===== src/rtl/itoa_pkg.sv =====
// ---------------------------------------------------------------------------
// itoa_pkg
// Widths, character codes and helpers for the integer-to-text converter.
// ---------------------------------------------------------------------------
package itoa_pkg;

	localparam int VALUE_BITS = 16;
	localparam int RADIX_W    = 6;
	localparam int CHAR_W     = 7;
	localparam int PADDR_W    = 3;
	localparam int PDATA_W    = 32;

	// worst case is radix 2: one character per value bit
	localparam int MAX_CHARS  = VALUE_BITS;
	localparam int IDX_W      = $clog2(MAX_CHARS);
	localparam int CNT_W      = $clog2(MAX_CHARS + 1);
	localparam int BIT_CNT_W  = $clog2(VALUE_BITS);

	localparam logic [RADIX_W-1:0] RADIX_RESET = RADIX_W'(10);
	localparam logic [RADIX_W-1:0] RADIX_MIN   = RADIX_W'(2);
	localparam logic [RADIX_W-1:0] RADIX_MAX   = RADIX_W'(36);
	localparam logic [RADIX_W-1:0] RADIX_DEC   = RADIX_W'(10);
	localparam logic [RADIX_W-1:0] DIGIT_TEN   = RADIX_W'(10);

	localparam logic [CHAR_W-1:0] CHAR_ZERO  = CHAR_W'(48);
	localparam logic [CHAR_W-1:0] CHAR_NINE  = CHAR_W'(57);
	localparam logic [CHAR_W-1:0] CHAR_A     = CHAR_W'(97);
	localparam logic [CHAR_W-1:0] CHAR_Z     = CHAR_W'(122);
	localparam logic [CHAR_W-1:0] CHAR_MINUS = CHAR_W'(45);

	// register index, taken from paddr[2]
	localparam logic REG_RADIX = 1'b0;

	function automatic logic [CHAR_W-1:0] digit_char(input logic [RADIX_W-1:0] d);
		logic [CHAR_W-1:0] c;
		if (d < DIGIT_TEN) begin
			c = CHAR_ZERO + CHAR_W'(d);
		end else begin
			c = CHAR_A + CHAR_W'(d) - CHAR_W'(DIGIT_TEN);
		end
		return c;
	endfunction

endpackage


===== src/rtl/integer_to_ascii_radix.sv =====
// ---------------------------------------------------------------------------
// integer_to_ascii_radix
// Converts a signed integer to ASCII text in a programmable radix.
// ---------------------------------------------------------------------------
// One value beat gives its text as one character beat per digit or sign, most
// significant first, last_char set on the final one. Radix register at byte
// address 0 (reset 10; 0..1 act as 2, 37..63 act as 36). Radix 10 prints a
// leading '-' for negatives; other radices print the raw 16-bit pattern.
// Digits come from one shared restoring compare-subtract unit that yields a
// quotient bit per cycle; each digit runs ST_DIV over all value bits, then
// ST_PUSH stores it on the character stack. Once the digits (and a sign)
// are stacked, characters load one per cycle unless the output stalls;
// in_stall stays high from accept until the last character is loaded into
// the output register.
// ---------------------------------------------------------------------------
module integer_to_ascii_radix (
	input  logic                                   clk,
	input  logic                                   arst_n,
	input  logic                                   in_valid,
	output logic                                   in_stall,
	input  logic signed [itoa_pkg::VALUE_BITS-1:0] value,
	output logic                                   out_valid,
	input  logic                                   out_stall,
	output logic        [itoa_pkg::CHAR_W-1:0]     char_code,
	output logic                                   last_char,
	input  logic                                   psel,
	input  logic                                   penable,
	input  logic                                   pwrite,
	input  logic        [itoa_pkg::PADDR_W-1:0]    paddr,
	input  logic        [itoa_pkg::PDATA_W-1:0]    pwdata,
	output logic        [itoa_pkg::PDATA_W-1:0]    prdata,
	output logic                                   pready
);

	typedef enum logic [2:0] {
		ST_IDLE,
		ST_DIV,
		ST_PUSH,
		ST_SIGN,
		ST_EMIT
	} state_t;

	state_t                              state_q;
	logic [itoa_pkg::RADIX_W-1:0]        radix_q;
	logic [itoa_pkg::RADIX_W-1:0]        radix_eff_q;
	logic [itoa_pkg::VALUE_BITS-1:0]     mag_q;
	logic [itoa_pkg::RADIX_W-1:0]        rem_q;
	logic [itoa_pkg::BIT_CNT_W-1:0]      bit_cnt_q;
	logic [itoa_pkg::CNT_W-1:0]          cnt_q;
	logic                                neg_q;
	logic                                out_valid_q;
	logic [itoa_pkg::CHAR_W-1:0]         char_q;
	logic                                last_q;
	logic [itoa_pkg::CHAR_W-1:0]         buf_q [itoa_pkg::MAX_CHARS];

	logic                                cfg_wr;
	logic                                in_accept;
	logic                                out_take;
	logic                                load_out;
	logic [itoa_pkg::RADIX_W-1:0]        radix_eff;
	logic [itoa_pkg::VALUE_BITS-1:0]     value_u;
	logic                                neg_w;
	logic [itoa_pkg::VALUE_BITS-1:0]     mag_init;
	logic [itoa_pkg::RADIX_W:0]          trial;
	logic [itoa_pkg::RADIX_W:0]          diff;
	logic                                q_bit;
	logic [itoa_pkg::IDX_W-1:0]          wr_idx;
	logic [itoa_pkg::IDX_W-1:0]          rd_idx;

	// APB
	assign pready = 1'b1;
	assign cfg_wr = psel && penable && pwrite && (paddr[2] == itoa_pkg::REG_RADIX);
	assign prdata = (paddr[2] == itoa_pkg::REG_RADIX)
		? {{(itoa_pkg::PDATA_W - itoa_pkg::RADIX_W){1'b0}}, radix_q}
		: '0;

	always_comb begin
		if (radix_q < itoa_pkg::RADIX_MIN) begin
			radix_eff = itoa_pkg::RADIX_MIN;
		end else if (radix_q > itoa_pkg::RADIX_MAX) begin
			radix_eff = itoa_pkg::RADIX_MAX;
		end else begin
			radix_eff = radix_q;
		end
	end

	assign value_u  = $unsigned(value);
	assign neg_w    = (radix_eff == itoa_pkg::RADIX_DEC) && value_u[itoa_pkg::VALUE_BITS-1];
	assign mag_init = neg_w ? (~value_u + 1'b1) : value_u;

	// shared divider step: shift in next dividend bit, subtract radix if it fits
	assign trial = {rem_q, mag_q[itoa_pkg::VALUE_BITS-1]};
	assign diff  = trial - {1'b0, radix_eff_q};
	assign q_bit = (trial >= {1'b0, radix_eff_q});

	assign in_stall  = (state_q != ST_IDLE);
	assign in_accept = in_valid && !in_stall;
	assign out_take  = out_valid_q && !out_stall;
	assign load_out  = (state_q == ST_EMIT) && (!out_valid_q || out_take);

	assign wr_idx = cnt_q[itoa_pkg::IDX_W-1:0];
	assign rd_idx = cnt_q[itoa_pkg::IDX_W-1:0] - 1'b1;

	assign out_valid = out_valid_q;
	assign char_code = char_q;
	assign last_char = last_q;

	always_ff @(posedge clk or negedge arst_n) begin
		if (!arst_n) begin
			state_q     <= ST_IDLE;
			radix_q     <= itoa_pkg::RADIX_RESET;
			bit_cnt_q   <= '0;
			cnt_q       <= '0;
			neg_q       <= 1'b0;
			out_valid_q <= 1'b0;
		end else begin
			if (cfg_wr) begin
				radix_q <= pwdata[itoa_pkg::RADIX_W-1:0];
			end

			if (load_out) begin
				out_valid_q <= 1'b1;
			end else if (out_take) begin
				out_valid_q <= 1'b0;
			end

			case (state_q)
				ST_IDLE: begin
					if (in_accept) begin
						state_q   <= ST_DIV;
						bit_cnt_q <= '0;
						cnt_q     <= '0;
						neg_q     <= neg_w;
					end
				end
				ST_DIV: begin
					bit_cnt_q <= bit_cnt_q + 1'b1;
					if (bit_cnt_q == itoa_pkg::BIT_CNT_W'(itoa_pkg::VALUE_BITS - 1)) begin
						state_q <= ST_PUSH;
					end
				end
				ST_PUSH: begin
					cnt_q <= cnt_q + 1'b1;
					if (mag_q != '0) begin
						state_q   <= ST_DIV;
						bit_cnt_q <= '0;
					end else if (neg_q) begin
						state_q <= ST_SIGN;
					end else begin
						state_q <= ST_EMIT;
					end
				end
				ST_SIGN: begin
					cnt_q   <= cnt_q + 1'b1;
					state_q <= ST_EMIT;
				end
				ST_EMIT: begin
					if (load_out) begin
						cnt_q <= cnt_q - 1'b1;
						if (cnt_q == itoa_pkg::CNT_W'(1)) begin
							state_q <= ST_IDLE;
						end
					end
				end
				default: begin
					state_q <= ST_IDLE;
				end
			endcase
		end
	end

	// datapath and character stack
	always_ff @(posedge clk) begin
		if (in_accept) begin
			mag_q       <= mag_init;
			rem_q       <= '0;
			radix_eff_q <= radix_eff;
		end
		if (state_q == ST_DIV) begin
			mag_q <= {mag_q[itoa_pkg::VALUE_BITS-2:0], q_bit};
			rem_q <= q_bit ? diff[itoa_pkg::RADIX_W-1:0] : trial[itoa_pkg::RADIX_W-1:0];
		end
		if (state_q == ST_PUSH) begin
			buf_q[wr_idx] <= itoa_pkg::digit_char(rem_q);
			rem_q         <= '0;
		end
		if (state_q == ST_SIGN) begin
			buf_q[wr_idx] <= itoa_pkg::CHAR_MINUS;
		end
		if (load_out) begin
			char_q <= buf_q[rd_idx];
			last_q <= (cnt_q == itoa_pkg::CNT_W'(1));
		end
	end

endmodule


===== config.mk =====
export PLATFORM = sky130hd
export DESIGN_NAME = integer_to_ascii_radix
export DESIGN_NICKNAME = d
export VERILOG_FILES = /design/src/rtl/itoa_pkg.sv /design/src/rtl/integer_to_ascii_radix.sv
export SDC_FILE = /design/constraint.sdc
export NUM_CORES = 1
export LEC_CHECK = 0
export BUFFER_PORTS_ARGS = -buffer_cell sky130_fd_sc_hd__buf_2
export CELL_PAD_IN_SITES_DETAIL_PLACEMENT = 1
export CELL_PAD_IN_SITES_GLOBAL_PLACEMENT = 1
export CORE_UTILIZATION = 25
export CTS_CLUSTER_DIAMETER = 50
export DETAILED_ROUTE_END_ITERATION = 6
export PLACE_DENSITY = 0.56
export SYNTH_ARGS = -nofsm -noshare
export SYNTH_HDL_FRONTEND = slang
export SYNTH_SLANG_ARGS = --single-unit

===== constraint.sdc =====
create_clock -name clk -period 6.75 [get_ports clk]
set_input_delay 0.3375 -clock clk [delete_from_list [all_inputs] [get_ports clk]]
set_output_delay 0.3375 -clock clk [all_outputs]
set_load 0.1 [all_outputs]

==> results.sh, run 1 <==
export IMPL_fin_cells=1041
export IMPL_routedWlPerCell_um=16.7
export IMPL_start_util=0.253
export IMPL_nNetsFinal=702
export IMPL_dp_hpwl_um=11600
export IMPL_cp_required_ps=6930
export IMPL_crit_path_start="cnt_q[1]"
export IMPL_layout_commonest_cell="edfxtp_1"
export IMPL_cp_cell_sequence="inv_1 > ha_1 > buf_4 > mux4_2 > nor2b_1 > a211oi_1 > a21oi_1"
export IMPL_ys_warn_count=0
export IMPL_ys_flop_type="edfxtp_1"
export IMPL_post_cts_buffers=0
export IMPL_synthArstFlopShare=0.119
export IMPL_first_pass_iters=5
export IMPL_syn_avg_cell_area_um2=13.8
export IMPL_synth_seq_cells=168
export IMPL_p_switching_mw=1.82
export IMPL_syn_cell_area_um2=7970
export IMPL_fillCellCount=3402
export IMPL_synthMuxAreaShare=0.103
export IMPL_synth_top_family_by_area="multiplexers"
export IMPL_status="complete, no violations"
export IMPL_drtIter0Drc=219
export IMPL_syn_inst=578
export IMPL_tightest_slew_ps=1050
export IMPL_port_buffers=45
export IMPL_critPathCaptureType="register"
export IMPL_finalHoldViolations=0
export IMPL_area_delta_synth_final_pct=15.5
export IMPL_die_area_um2=32600
export IMPL_grt_pass1_wl_um=27600
export IMPL_worst_hold_startpoint="pwdata[3]"
export IMPL_antenna_found_initial=1
export IMPL_pwr_share_clk=0.228
export IMPL_switching_share=0.398
export IMPL_grt_usage=0.112
export IMPL_synth_simple_gate_area_share=0.0940
export IMPL_cts_resized_gates=0
export IMPL_drt_wl_total_um=17400
export IMPL_path_clk_slew_ps=70
export IMPL_pwr_share_seq=0.379
export IMPL_cp_max_fo=21
export IMPL_drc=0
export IMPL_timing_final_crit_share=0.363
export IMPL_dieHeight_um=181
export IMPL_hold_slack_ps=128
export IMPL_grt_pass1_vias=4842
export IMPL_hold_buffers=1
export IMPL_arrival_ps=2630
export IMPL_synth_fa_ha_area_frac=0.0305
export IMPL_grt_max_degree=43
export IMPL_drive_gt1_frac=0.222
export IMPL_synth_xor_area_frac=0.0240
export IMPL_die_x_um=181
export IMPL_path_class="reg2reg"
export IMPL_setup_tns_ps=0
export IMPL_drv_cap=0
export IMPL_critPathSlowestCell="dfrtp_1"
export IMPL_antenna_left=0
export IMPL_final_max_slew_viol_count=0
export IMPL_fin_skew_ps=12.7
export IMPL_startpoint_type="register"
export IMPL_cts_root_buf="clkbuf_16"
export IMPL_finalSetupViolCount=0
export IMPL_min_period_ps=2450
export IMPL_cts_tree="built"
export IMPL_peakVddDrop_v=0.000228
export IMPL_core_area_um2=31500
export IMPL_synth_compound_gate_area_share=0.0849
export IMPL_power_frac_comb=0.393
export IMPL_p_int_mw=2.75
export IMPL_antenna_cells=0
export IMPL_path_buf_inv=2
export IMPL_crit_path_max_incr_delay_ps=430
export IMPL_routed_via_density=4.42
export IMPL_synth_edff_count=142
export IMPL_layout_common_cells="edfxtp_1, buf_2, nand2_1, nor2_1, o21ai_0"
export IMPL_yosysSeqAreaShare=0.613
export IMPL_crit_family="buffers and inverters"
export IMPL_r2r_start="cnt_q[1]"
export IMPL_gr_total_overflow=0
export IMPL_rsz0062_at_grt="no"
export IMPL_h_tree_depth=4
export IMPL_vias=4597
export IMPL_maxClockFrequency_ghz=0.408
export IMPL_pin_count=101
export IMPL_numCtsBuffers=17
export IMPL_ys_types=65
export IMPL_clock_latency_ps=440
export IMPL_hp_class="in2reg"
export IMPL_cts_path_max_buffers=2
export IMPL_p_leak_nw=3.21
export IMPL_num_rows=65
export IMPL_gp_congestion=0.711
export IMPL_powerDensity_nw_per_um2=497
export IMPL_cts_sinks=168
export IMPL_timing_slew_headroom=0.303
export IMPL_totalPowerFinal_mw=4.57
export IMPL_numPlacedInstances=1008
final timing paths:
kind / endpoint / slack [ps] / cells past startpoint
setup / recovery: char_code[1] / 4300 / 7
hold / removal: radix_q[3] / 130 / 2
setup reg to reg: char_code[1] / 4300 / 7
hold reg to reg: cnt_q[4] / 520 / 1
max in group asynchronous: cnt_q[0] / 5950 / 2
min in group asynchronous: radix_q[4] / 400 / 2
synthesized netlist by cell type, drive strengths merged (5+ instances only):
cell type  count  area (um2)
a21oi         21         105
nand3          6        30.0
mux2i          9        90.1
o21ai         36         184
o31ai          7        52.6
inv           19        71.3
mux2           9         101
xor2          12         113
nor2          36         135
dfxtp          6         120
nor3           5        25.0
nand2         42         158
dfrtp         18         450
or3            7        48.8
nor2b         18         113
nand2b         7        43.8
a211oi         8        60.1
ha            17         213
buf           39         265
mux4          28         631
xnor2          9        78.8
edfxtp       142        4260
clkbuf        15        56.3
a32o           5        50.1
power by group through the flow:
stage	logic [mW]	clock network, mW	registers, mW
finish	1.80	1.04	1.73
CTS	1.85	1.07	1.74
global route	1.99	1.10	1.76
global placement	1.81	0	1.75
detailed placement	1.84	0	1.76
floorplan	1.27	0	1.76
stage by stage:
step                utilization  setup WS, ps  cell area [um2]
CTS                       0.293          4220             9210
global route              0.293          3970             9210
global placement          0.272          4260             8570
finish                    0.293          4300             9210
floorplan                     -          3800             8060
detailed placement        0.272          4220             8570
sequential cells by signal, indices dropped and copies added, names as in the netlist:
name	count
state_q	3
cnt_q	5
buf_q	112
radix_eff_q	6
radix_q	6
out_valid	1
char_code	7
neg_q	1
bit_cnt_q	4
rem_q	6
last_char	1
mag_q	16
layout make-up:
cell class                 count  area [um2]  share of cell area
multi-input combinational    362        2790               0.303
tap                          402         503              0.0546
inverter                      19        71.3             0.00775
clock inverter                15         203              0.0220
timing repair buffer          58         325              0.0353
sequential                   168        4890               0.531
clock buffer                  17         425              0.0462
logic make-up (layout without fill, tap and decap cells):
logic type | after synthesis | count (layout)
mux | 46 | 46
other cells | 2 | 27
compound gates | 103 | 103
simple gates | 146 | 146
flops | 168 | 168
buf+inv | 73 | 109
xor+xnor | 21 | 21
fa+ha+maj | 19 | 19
metal layers:
layer / vias up / routed length (um) / global-route usage / share of wire
met5: - / 14 / 0 / 0.00081
met4: 2 / 250 / 0.0431 / 0.014
met2: 75 / 8340 / 0.180 / 0.48
met3: 19 / 479 / 0.0230 / 0.028
li1: 2229 / - / - / -
met1: 2272 / 8290 / 0.148 / 0.48
No activity file was read; power rests on OpenSTA's default activity.
==> run 2: changes to the inputs <==
==> constraint.sdc (replaced) <==
create_clock -name clk -period 2.4 [get_ports clk]
set_input_delay 0.12 -clock clk [delete_from_list [all_inputs] [get_ports clk]]
set_output_delay 0.12 -clock clk [all_outputs]
set_load 0.1 [all_outputs]
==> run 2 against run 1 <==
Compared with the run above: non-clock buffer count grew 37; global-route usage about the same; clock-buffer cell count unchanged; via count is 4.3% higher; first-iteration DRC count rose by 27%; critical path type unchanged.
==> results.sh, run 2 (synthesis gave the netlist of run 1 again) <==
export IMPL_cts_path_max_buffers=2
export IMPL_drc=0
export IMPL_antenna_left=0
export IMPL_path_clk_slew_ps=70
export IMPL_arrival_ps=2340
export IMPL_grt_max_degree=35
export IMPL_finalSetupViolCount=0
export IMPL_gr_total_overflow=0
export IMPL_fillCellCount=3365
export IMPL_path_class="reg2reg"
export IMPL_grt_usage=0.112
export IMPL_grt_pass1_wl_um=28000
export IMPL_start_util=0.253
export IMPL_routedWlPerCell_um=16.3
export IMPL_r2r_end="char_code[3]"
export IMPL_worst_hold_startpoint="value[15]"
export IMPL_num_rows=65
export IMPL_timing_slew_headroom=0.514
export IMPL_hold_slack_ps=59.7
export IMPL_cts_root_buf="clkbuf_16"
export IMPL_first_pass_iters=4
export IMPL_drt_wl_total_um=17600
export IMPL_cts_sinks=168
export IMPL_peakVddDrop_v=0.000535
export IMPL_die_x_um=181
export IMPL_min_to="mag_q[15]"
export IMPL_maxClockFrequency_ghz=0.461
export IMPL_status="complete, no violations"
export IMPL_powerDensity_nw_per_um2=1370
export IMPL_drv_cap=0
export IMPL_die_area_um2=32600
export IMPL_dieHeight_um=181
export IMPL_tightest_slew_ps=724
export IMPL_startpoint_type="register"
export IMPL_critPathCaptureType="register"
export IMPL_dp_hpwl_um=12100
export IMPL_p_leak_nw=3.41
export IMPL_layout_common_cells="edfxtp_1, buf_2, nand2_1, buf_4, nor2_1"
export IMPL_cp_required_ps=2570
export IMPL_dp_slack_ps=221
export IMPL_grt_pass1_vias=5048
export IMPL_nNetsFinal=739
export IMPL_r2r_start="cnt_q[0]"
export IMPL_post_route_cell_area_um2=9570
export IMPL_gp_congestion=0.736
export IMPL_h_tree_depth=4
export IMPL_crit_path_max_incr_delay_ps=430
export IMPL_min_period_ps=2170
export IMPL_routed_via_density=4.44
export IMPL_finalHoldViolations=0
export IMPL_pin_count=101
export IMPL_top_register="buf_q"
export IMPL_cts_tree="built"
export IMPL_vias=4793
export IMPL_timing_final_crit_share=0.904
export IMPL_area_delta_synth_final_pct=20.1
export IMPL_final_max_slew_viol_count=0
export IMPL_clock_latency_ps=430
export IMPL_hp_class="in2reg"
export IMPL_totalPowerFinal_mw=13.2
export IMPL_path_buf_inv=2
export IMPL_cp_cell_sequence="inv_2 > ha_4 > xor2_4 > buf_12 > mux4_2 > mux2i_1 > a21oi_1"
export IMPL_fin_skew_ps=16.3
export IMPL_critPathSlowestCell="dfrtp_2"
export IMPL_drive_gt1_frac=0.260
export IMPL_rsz0062_at_grt="no"
export IMPL_core_area_um2=31500
export IMPL_fin_ws_ps=230
export IMPL_r2r_slack_ps=230
export IMPL_drtIter0Drc=279
export IMPL_port_buffers=45
export IMPL_holdPathStages=3
export IMPL_post_cts_buffers=0
export IMPL_numCtsBuffers=17
export IMPL_place_area_um2=8880
export IMPL_cp_max_fo=28
export IMPL_layout_commonest_cell="edfxtp_1"
export IMPL_crit_family="multiplexers"
export IMPL_setup_tns_ps=0
export IMPL_rr_worst_depth=7
export IMPL_antenna_found_initial=1
export IMPL_largest_reg_flops=112
-- run 2: cell count changes in the layout (fill, tap and decap cells not counted), sizes merged --
cell | previous run | this run
inv | 27 | 26
clkinv | 4 | 5
clkinvlp | 1 | 2
dlygate4sd3 | 1 | 7
bufinv | 2 | 1
buf | 57 | 88
diode | 0 | 1
-- run 2: area by class of cell --
cell class | instances | area (um2) | share of cell area
flip-flops and latches | 168 | 4890 | 0.511
multi-input cells | 362 | 2820 | 0.294
clock buffers | 17 | 425 | 0.0444
inverters | 19 | 71.3 | 0.00745
repair buffers | 95 | 668 | 0.0698
clock inverters | 15 | 198 | 0.0207
well taps | 402 | 503 | 0.0525
diodes | 1 | 2.50 | 0.000261
-- run 2: routing by layer --
layer,global-route usage,vias to the layer above,share of wire
met5,0,-,0
met3,0.0261,15,0.031
met4,0.0263,0,0.0075
met1,0.143,2387,0.47
met2,0.191,89,0.49
li1,-,2302,-
-- run 2: worst max-delay path by stage --
stage                         startpoint            to  slack [ps]  cells past startpoint
after floorplan                 cnt_q[0]  char_code[3]           4                     11
after global placement          cnt_q[0]  char_code[5]         230                      6
after detailed placement        cnt_q[0]  char_code[3]         220                      7
after CTS                 radix_eff_q[1]      rem_q[2]         210                      7
after global routing      radix_eff_q[1]      rem_q[2]          20                      7
final                           cnt_q[0]  char_code[3]         230                      7
-- run 2: stage by stage --
step                 util  instances
finish              0.304       1079
global route        0.304       1078
CTS                 0.304       1078
detailed placement  0.282       1039
global placement    0.282       1039
floorplan               -        603
-- run 2: power breakdown --
part	switching (mW)	internal (mW)
Combinational	3.52	1.99
Sequential	0.352	4.45
Clock	1.33	1.51
-- run 2: timing repair --
action / 4_1_cts / 5_1_grt
endpoints found under the hold margin: 24 / 0
gates resized for setup: 0 / 0
hold buffers: 7 / 0
-- run 2: worst min-delay path, delay by kind of cell --
kind	cells	cell delay, ps
AOI/OAI and AO/OA	1	110
buffers and inverters	1	80
and+or+nand+nor	1	60
